<file path="config.mk">
export PLATFORM = sky130hd
export DESIGN_NAME = integer_to_roman_encoder
export DESIGN_NICKNAME = d
export VERILOG_FILES = /design/src/rtl/rie_pkg.sv /design/src/rtl/rie_front.sv /design/src/rtl/rie_back.sv /design/src/rtl/integer_to_roman_encoder.sv
export SDC_FILE = /design/constraint.sdc
export NUM_CORES = 1
export LEC_CHECK = 0
export BUFFER_PORTS_ARGS = -buffer_cell sky130_fd_sc_hd__buf_2
export CAP_MARGIN = 0
export CORE_MARGIN = 2
export CORE_UTILIZATION = 60
export DETAILED_ROUTE_END_ITERATION = 10
export MAX_ROUTING_LAYER = met4
export PLACE_DENSITY_LB_ADDON = 0.15
export RECOVER_POWER = 50
export SYNTH_ARGS = -nofsm -noshare
export SYNTH_HDL_FRONTEND = slang
export SYNTH_HIERARCHICAL = 1
export SYNTH_SLANG_ARGS = --single-unit
</file>
<file path="constraint.sdc">
create_clock -name clk -period 8.9 [get_ports clk]
set_input_delay 1.78 -clock clk [delete_from_list [all_inputs] [get_ports clk]]
set_output_delay 1.78 -clock clk [all_outputs]
set_load 0.1 [all_outputs]
</file>
<file path="src/rtl/rie_pkg.sv">
// shared types and constants of the integer to roman numeral encoder
package rie_pkg;

  localparam int VALUE_W = 12;
  localparam int SYM_W = 7;
  localparam int TABLE_LEN = 13;
  localparam int IDX_W = 4;

  localparam logic [VALUE_W-1:0] MAX_VALID = 12'd3999;

  typedef logic [VALUE_W-1:0] value_t;
  typedef logic [SYM_W-1:0] sym_t;
  typedef logic [IDX_W-1:0] idx_t;

  // ascii codes of the numeral letters
  localparam sym_t NO_CH = 7'd0;
  localparam sym_t CH_I = 7'h49;
  localparam sym_t CH_V = 7'h56;
  localparam sym_t CH_X = 7'h58;
  localparam sym_t CH_L = 7'h4C;
  localparam sym_t CH_C = 7'h43;
  localparam sym_t CH_D = 7'h44;
  localparam sym_t CH_M = 7'h4D;

  // greedy table, largest weight first
  localparam value_t WEIGHT [TABLE_LEN] = '{
    12'd1000, 12'd900, 12'd500, 12'd400, 12'd100, 12'd90, 12'd50,
    12'd40, 12'd10, 12'd9, 12'd5, 12'd4, 12'd1
  };
  localparam sym_t FIRST_CH [TABLE_LEN] = '{
    CH_M, CH_C, CH_D, CH_C, CH_C, CH_X, CH_L, CH_X, CH_X, CH_I, CH_V, CH_I, CH_I
  };
  // second letter of a subtractive pair, none for single letters
  localparam sym_t SECOND_CH [TABLE_LEN] = '{
    NO_CH, CH_M, NO_CH, CH_D, NO_CH, CH_C, NO_CH, CH_L, NO_CH, CH_X, NO_CH,
    CH_V, NO_CH
  };

  // one classified item waiting for the back end
  typedef struct packed {
    logic   bad;
    value_t value;
  } entry_t;

endpackage

</file>
<file path="src/rtl/rie_front.sv">
// front end: accepts items, range checks them and queues them for the back end
module rie_front #(
  parameter int DEPTH = 2
) (
  input  logic            clk,
  input  logic            rst_n,
  input  logic            start,
  output logic            busy,
  input  rie_pkg::value_t in_value,
  output logic            q_valid,
  output rie_pkg::entry_t q_entry,
  input  logic            q_pop
);

  localparam int PTR_W = (DEPTH > 1) ? $clog2(DEPTH) : 1;
  localparam int CNT_W = $clog2(DEPTH + 1);

  rie_pkg::entry_t  mem_r [DEPTH];
  logic [PTR_W-1:0] wr_ptr_r, wr_ptr_nxt;
  logic [PTR_W-1:0] rd_ptr_r, rd_ptr_nxt;
  logic [CNT_W-1:0] count_r, count_nxt;
  logic             push;
  rie_pkg::entry_t  new_entry;

  // zero and anything past the largest numeral are flagged
  always_comb begin
    new_entry.value = in_value;
    new_entry.bad   = (in_value == '0) || (in_value > rie_pkg::MAX_VALID);
  end

  assign busy    = (count_r == CNT_W'(DEPTH));
  assign push    = start && !busy;
  assign q_valid = (count_r != '0);
  assign q_entry = mem_r[rd_ptr_r];

  always_comb begin
    wr_ptr_nxt = wr_ptr_r;
    rd_ptr_nxt = rd_ptr_r;
    count_nxt  = count_r;
    if (push) begin
      wr_ptr_nxt = (wr_ptr_r == PTR_W'(DEPTH - 1)) ? '0 : wr_ptr_r + 1'b1;
    end
    if (q_pop) begin
      rd_ptr_nxt = (rd_ptr_r == PTR_W'(DEPTH - 1)) ? '0 : rd_ptr_r + 1'b1;
    end
    unique case ({push, q_pop})
      2'b10:   count_nxt = count_r + 1'b1;
      2'b01:   count_nxt = count_r - 1'b1;
      default: count_nxt = count_r;
    endcase
  end

  always_ff @(posedge clk) begin
    if (!rst_n) begin
      wr_ptr_r <= '0;
      rd_ptr_r <= '0;
      count_r  <= '0;
    end else begin
      wr_ptr_r <= wr_ptr_nxt;
      rd_ptr_r <= rd_ptr_nxt;
      count_r  <= count_nxt;
    end
  end

  always_ff @(posedge clk) begin
    if (push) begin
      mem_r[wr_ptr_r] <= new_entry;
    end
  end

endmodule

</file>
<file path="src/rtl/rie_back.sv">
// back end: greedy subtraction engine, one numeral letter per cycle
module rie_back (
  input  logic            clk,
  input  logic            rst_n,
  input  logic            q_valid,
  input  rie_pkg::entry_t q_entry,
  output logic            q_pop,
  output logic            out_strobe,
  output rie_pkg::sym_t   out_symbol,
  output logic            out_last,
  output logic            out_bad_value
);

  logic            active_r, active_nxt;
  logic            bad_r, bad_nxt;
  rie_pkg::value_t rest_r, rest_nxt;
  logic            pend_r, pend_nxt;
  rie_pkg::sym_t   pend_sym_r, pend_sym_nxt;

  logic            strobe_r;
  rie_pkg::sym_t   symbol_r;
  logic            last_r;
  logic            bad_out_r;

  rie_pkg::idx_t   sel;
  logic            found;
  logic            emit;
  rie_pkg::sym_t   emit_sym;
  logic            emit_last;
  logic            emit_bad;
  logic            load;

  // largest weight not above the remainder
  always_comb begin
    sel   = rie_pkg::idx_t'(rie_pkg::TABLE_LEN - 1);
    found = 1'b0;
    for (int i = 0; i < rie_pkg::TABLE_LEN; i++) begin
      if (!found && (rest_r >= rie_pkg::WEIGHT[i])) begin
        sel   = rie_pkg::idx_t'(i);
        found = 1'b1;
      end
    end
  end

  always_comb begin
    emit         = 1'b0;
    emit_sym     = rie_pkg::NO_CH;
    emit_last    = 1'b0;
    emit_bad     = 1'b0;
    rest_nxt     = rest_r;
    pend_nxt     = pend_r;
    pend_sym_nxt = pend_sym_r;
    bad_nxt      = bad_r;
    active_nxt   = active_r;
    if (active_r) begin
      emit = 1'b1;
      priority if (bad_r) begin
        emit_last = 1'b1;
        emit_bad  = 1'b1;
      end else if (pend_r) begin
        // second letter of a subtractive pair
        emit_sym  = pend_sym_r;
        emit_last = (rest_r == '0);
        pend_nxt  = 1'b0;
      end else begin
        emit_sym     = rie_pkg::FIRST_CH[sel];
        rest_nxt     = rest_r - rie_pkg::WEIGHT[sel];
        pend_sym_nxt = rie_pkg::SECOND_CH[sel];
        pend_nxt     = (rie_pkg::SECOND_CH[sel] != rie_pkg::NO_CH);
        emit_last    = !pend_nxt && (rest_r == rie_pkg::WEIGHT[sel]);
      end
    end
    // next item is taken in while the last letter goes out
    load = q_valid && (!active_r || emit_last);
    if (load) begin
      active_nxt = 1'b1;
      bad_nxt    = q_entry.bad;
      rest_nxt   = q_entry.value;
      pend_nxt   = 1'b0;
    end else if (emit_last) begin
      active_nxt = 1'b0;
    end
  end

  assign q_pop = load;

  always_ff @(posedge clk) begin
    if (!rst_n) begin
      active_r <= 1'b0;
      pend_r   <= 1'b0;
      strobe_r <= 1'b0;
    end else begin
      active_r <= active_nxt;
      pend_r   <= pend_nxt;
      strobe_r <= emit;
    end
  end

  always_ff @(posedge clk) begin
    bad_r      <= bad_nxt;
    rest_r     <= rest_nxt;
    pend_sym_r <= pend_sym_nxt;
    symbol_r   <= emit_sym;
    last_r     <= emit_last;
    bad_out_r  <= emit_bad;
  end

  assign out_strobe    = strobe_r;
  assign out_symbol    = symbol_r;
  assign out_last      = last_r;
  assign out_bad_value = bad_out_r;

  // an error item is a single result
  a_bad_is_last: assert property (@(posedge clk) disable iff (!rst_n)
    strobe_r && bad_out_r |-> last_r && (symbol_r == rie_pkg::NO_CH))
    else $error("error result not a lone final result");

  // a pending second letter only exists inside an active item
  a_pend_active: assert property (@(posedge clk) disable iff (!rst_n)
    pend_r |-> active_r && !bad_r)
    else $error("pending letter outside an active numeral");

  // good letters are never the null code
  a_letter_nonzero: assert property (@(posedge clk) disable iff (!rst_n)
    strobe_r && !bad_out_r |-> (symbol_r != rie_pkg::NO_CH))
    else $error("null letter in a valid numeral");

  // a pop always lands on a loaded engine
  a_pop_loads: assert property (@(posedge clk) disable iff (!rst_n)
    load |=> active_r && (pend_r == 1'b0))
    else $error("engine not loaded after pop");

endmodule

</file>
<file path="src/rtl/integer_to_roman_encoder.sv">
// top level of the integer to roman numeral encoder
//
// usage
// - input: drive in_value and raise start; the item is taken at a rising
//   edge where start is high and busy is low
// - busy is high while the item queue between front and back end is full
//   (QUEUE_DEPTH items waiting)
// - output: one ascii letter (I V X L C D M) per cycle on out_symbol, marked
//   by out_strobe for exactly one cycle; out_last flags the final letter
// - values 0 and above 3999 give one result with out_symbol 0, out_last 1
//   and out_bad_value 1
// - path: an accepted item is written to the queue, then loaded into the engine,
//   and each of its letters is registered before it is strobed
// - throughput: the back end emits one letter per cycle; a numeral has 1 to
//   15 letters, and an error item gives one result;
//   the next item is loaded while the last letter goes out, so numerals
//   follow each other with no gap when the next item is already queued
// - reset clears the queue and the engine; nothing is emitted afterward
//   until an item is taken
// - the receiver cannot stall: every strobed letter is taken at once
module integer_to_roman_encoder #(
  parameter int QUEUE_DEPTH = 2
) (
  input  logic                 clk,
  input  logic                 rst_n,
  input  logic                 start,
  output logic                 busy,
  input  logic [11:0]          in_value,
  output logic                 out_strobe,
  output logic [6:0]           out_symbol,
  output logic                 out_last,
  output logic                 out_bad_value
);

  // queue handoff between front and back end
  logic            q_valid;
  logic            q_pop;
  rie_pkg::entry_t q_entry;

  // front end: range check and queue of classified items
  rie_front #(
    .DEPTH (QUEUE_DEPTH)
  ) u_front (
    .clk      (clk),
    .rst_n    (rst_n),
    .start    (start),
    .busy     (busy),
    .in_value (in_value),
    .q_valid  (q_valid),
    .q_entry  (q_entry),
    .q_pop    (q_pop)
  );

  // back end: greedy letter generator with registered outputs
  rie_back u_back (
    .clk           (clk),
    .rst_n         (rst_n),
    .q_valid       (q_valid),
    .q_entry       (q_entry),
    .q_pop         (q_pop),
    .out_strobe    (out_strobe),
    .out_symbol    (out_symbol),
    .out_last      (out_last),
    .out_bad_value (out_bad_value)
  );

endmodule

</file>
==> results.md <==
- Multi-input combinational cell area: 1819 µm²
- Site Rows: 28
- Tot GR Track Use: 0.2568
- Detailed-route wire length per cell: 16.78 µm
- Number of iterations in the first detailed-routing pass: 5
- Final-layout setup total negative slack: 0 ps
- Final period demand of the worst path: 6279 ps
- Maximum fanout along the worst path: 17
- Count of maximum capacitance violations: 0
- PnR worst setup slack: 2621 ps
- Clock insertion delay at the later pin of the skew report: roughly 340 ps
- Global-route wire length before repair: approximately 12000 µm
- Remaining routing DRC violations: 0
- Number of buffers inserted by hold repair at cts: 0
- Mean post-synth cell area: 10.50 µm²
- Die Height: 82.16 µm
- Finished layout cell area: 3968 µm²
- WP data required: between 9000 and 10000 ps
- Pre-CTS worst setup slack: 2860 ps
- Cells after synthesis: 349
- Relative slew slack: 0.3844
- F_max: 159.3 MHz
- Clock-pin slew on the worst setup and hold paths: 70 ps
- Leading register cell type out of synthesis: sky130_fd_sc_hd__edfxtp_1
- Seq cells post-synth: 61
- Stage delay of the slowest cell on the critical path: 800 ps
- Netlist area before placement: 3665 µm²
- Via count normalized by instance count: 6.237
- Clock root buffer master: sky130_fd_sc_hd__clkbuf_8
- Setup violation total in the final timing report: 0
- DP HPWL: between 5000 and 6000 µm
- Signed area change from the synthesized netlist to the final layout: 8.262%
- Number of global-route vias before repair: 2621
- Share of post-route cells with drive strength above 1: 0.1569
- CTS sink count: 61
- Met3 wire len: 413 µm
- Die area: 6749 µm²
- Effective utilization at floorplan: 0.6190
- Top Ports: 26
- H-Tree Depth: 3
- Highest Signal Layer: met4
- Routability congestion estimate: 0.8979
- Cell type contributing the most total cell area after synthesis: sky130_fd_sc_hd__edfxtp_1
- Most common library cell in the layout ignoring fill and taps: sky130_fd_sc_hd__edfxtp_1
- Critical Setup Path Class: flip-flop to flip-flop
- Number of buffers and inverters on the critical path: 1
- Crit path top cell by count: sky130_fd_sc_hd__ha_1
- Total number of vias: 2813
- Setup repair after global routing missed its margin: false
- Wirelength, routed: 7569 µm
- Layout net count: 404
- Arrival time of the worst setup path: 6550 ps
- Number of antenna violations at the first check in global routing: 0
- Buffer levels on the longest clock path: 2
- Worst hold path type: flip-flop to flip-flop
- Residual overflow from global routing: 0
- Proportion of netlist area held by the largest area contributor: 0.3687
- Buffers added on ports: 24
- Dpl cell area: 3790 µm²
- Met2 Routed Length: between 3000 and 4000 µm
- Cell-by-cell listing of the critical path: nor3_1 -> o21ai_0 -> o221ai_1 -> o22ai_1 -> or2_1 -> inv_1 -> ha_1 -> a21oi_1 -> o21a_1 -> ha_1 -> nand4b_1 -> or4_1 -> nor2_1 -> a31oi_1 -> o2bb2ai_1 -> a211oi_4 -> ha_1 -> or3_1 -> a21oi_1
- Filler Cells Inserted: 457
- Number of violations reported at the end of detailed-routing iteration 0: 215
- Number of library cell types mapped by synthesis: 64
- Synth warnings: 6
- Slew at the pin with the worst max-slew slack: around 920 ps
- Antenna diodes: 0
- Maximum number of pins on one net before global-route repair: 18
- Setup Buffers After CTS: 0
- Count of flip-flops with a built-in enable after synthesis: 45
- WL met1: between 3000 and 4000 µm
- Total count of max-transition violations in the final report: 0
- Syn Nets: between 300 and 400
- CP max-delay cell: sky130_fd_sc_hd__a211oi_4
- Total CTS buffers: 9
- Capturing element type of the critical path: flip-flop
- Clock tree from TritonCTS: built
- Most used cells in the layout excluding fill and tap cells: 45 x sky130_fd_sc_hd__edfxtp_1, 24 x sky130_fd_sc_hd__nor2_1, 23 x sky130_fd_sc_hd__o21ai_0
- CP Launch Type: flip-flop
- Family of cells with the greatest summed delay on the critical path: compound AO/OA/AOI/OAI gates
- Sequential fraction of the synthesis area: 0.4561
- Post-route fraction of the period consumed by the critical path: 0.7055
- Post-Route Hold Slack: 466.3 ps
- Share of async-settable or async-resettable flops after synthesis: 0
- Chip Width: around 82 µm
- Resized Gates After CTS: 0
- Cell types occupying the most area after synthesis: sky130_fd_sc_hd__edfxtp_1 37%, sky130_fd_sc_hd__dfxtp_1 8.7%, sky130_fd_sc_hd__ha_1 5.8%, sky130_fd_sc_hd__mux2_2 5.5%, sky130_fd_sc_hd__o21ai_0 3.1%
- Number of failing hold endpoints at the final stage: 0
- Register area: 1672 µm²
- Result of the run: complete, no violations
- Clock Skews: 7.847 ps
- CORE AREA: approximately 5900 µm²
- Remaining number of nets flagged by the antenna check after routing: 0
cells in the mapped netlist (4+ instances only):
library cell                n
sky130_fd_sc_hd__ha_1      17
sky130_fd_sc_hd__or2_2      5
sky130_fd_sc_hd__o21ai_0   23
sky130_fd_sc_hd__nor4_1     7
sky130_fd_sc_hd__a21oi_1   21
sky130_fd_sc_hd__nand3_1   11
sky130_fd_sc_hd__o21a_1     5
sky130_fd_sc_hd__or3_1      7
sky130_fd_sc_hd__mux2_2    18
sky130_fd_sc_hd__edfxtp_1  45
sky130_fd_sc_hd__and2_1     7
sky130_fd_sc_hd__nor2b_1    6
sky130_fd_sc_hd__o31a_1     4
sky130_fd_sc_hd__buf_2      5
sky130_fd_sc_hd__xnor2_1    5
sky130_fd_sc_hd__a211o_1    4
sky130_fd_sc_hd__dfxtp_1   16
sky130_fd_sc_hd__nor2_1    24
sky130_fd_sc_hd__a31oi_1    8
sky130_fd_sc_hd__a21o_1     4
sky130_fd_sc_hd__inv_1     20
sky130_fd_sc_hd__mux2_4     4
sky130_fd_sc_hd__nand2_1   14
sky130_fd_sc_hd__nor3_1     7
final cells by class:
cell class / instances / area share
Clock buffer: 12 / 0.03910
Clock inverter: 4 / 0.01167
Inverter: 21 / 0.01987
Multi-Input combinational cell: 254 / 0.4585
Sequential cell: 61 / 0.4213
Tap cell: 75 / 0.02365
Timing Repair Buffer: 24 / 0.02586
registers in the layout, summed over array words and instances, names as in the netlist, named ones only:
| register | cells |
|---|---|
| u_front/wr_ptr_r | 1 |
| u_front/mem_r | 26 |
| u_back/pend_sym_r | 6 |
| u_back/pend_r | 1 |
| u_back/rest_r | 12 |
| u_back/out_bad_value | 1 |
| u_back/out_strobe | 1 |
| u_back/active_r | 1 |
| u_front/count_r | 2 |
| u_front/rd_ptr_r | 1 |
| u_back/out_last | 1 |
| u_back/out_symbol | 6 |
| u_back/bad_r | 1 |
kinds of logic after synthesis:
kind of cell    count (synthesis)  share of synthesized area
compound gates                 95                     0.1792
xor+xnor                        7                    0.01673
fa+ha+maj                      18                    0.06350
buf+inv                        34                    0.04574
flops                          61                     0.4561
mux                            25                    0.07989
other cells                     1                   0.001023
simple gates                  108                     0.1577
stage by stage:
stage | util | std cells
after detailed placement | 0.6401 | 435
final | 0.6701 | 451
after floorplan | - | 349
after global routing | 0.6701 | 451
after global placement | 0.6401 | 435
after CTS | 0.6741 | 451
layer usage:
layer	global-route usage	vias to the layer above
met5	-	-
met4	0.1150	0
met3	0.05870	20
met2	0.3870	110
met1	0.3336	1327
li1	-	1356
final timing paths:
kind / cells past startpoint / slack [ps] / start / end
min: 1 / 470 / u_back/pend_sym_r[6] / u_back/out_symbol[6]
min reg2reg: 1 / 470 / u_back/pend_sym_r[6] / u_back/out_symbol[6]
max: 19 / 2620 / u_back/rest_r[5] / u_front/count_r[1]
max reg2reg: 19 / 2620 / u_back/rest_r[5] / u_front/count_r[1]
worst register-to-register path, cell delays in order (launching register included):
cell                        delay [ps]
sky130_fd_sc_hd__edfxtp_1          550
sky130_fd_sc_hd__nor3_1            130
sky130_fd_sc_hd__o21ai_0           470
sky130_fd_sc_hd__o221ai_1          220
sky130_fd_sc_hd__o22ai_1           460
sky130_fd_sc_hd__or2_1             490
sky130_fd_sc_hd__inv_1             190
sky130_fd_sc_hd__ha_1              380
sky130_fd_sc_hd__a21oi_1            50
sky130_fd_sc_hd__o21a_1            180
sky130_fd_sc_hd__ha_1              350
sky130_fd_sc_hd__nand4b_1          100
sky130_fd_sc_hd__or4_1             510
sky130_fd_sc_hd__nor2_1            100
sky130_fd_sc_hd__a31oi_1           110
sky130_fd_sc_hd__o2bb2ai_1         220
sky130_fd_sc_hd__a211oi_4          800
sky130_fd_sc_hd__ha_1              400
sky130_fd_sc_hd__or3_1             370
sky130_fd_sc_hd__a21oi_1           130
Power is left out: the tool's default activity adds up to more than one toggle a clock period on the data nets, which glitch-free logic cannot reach.
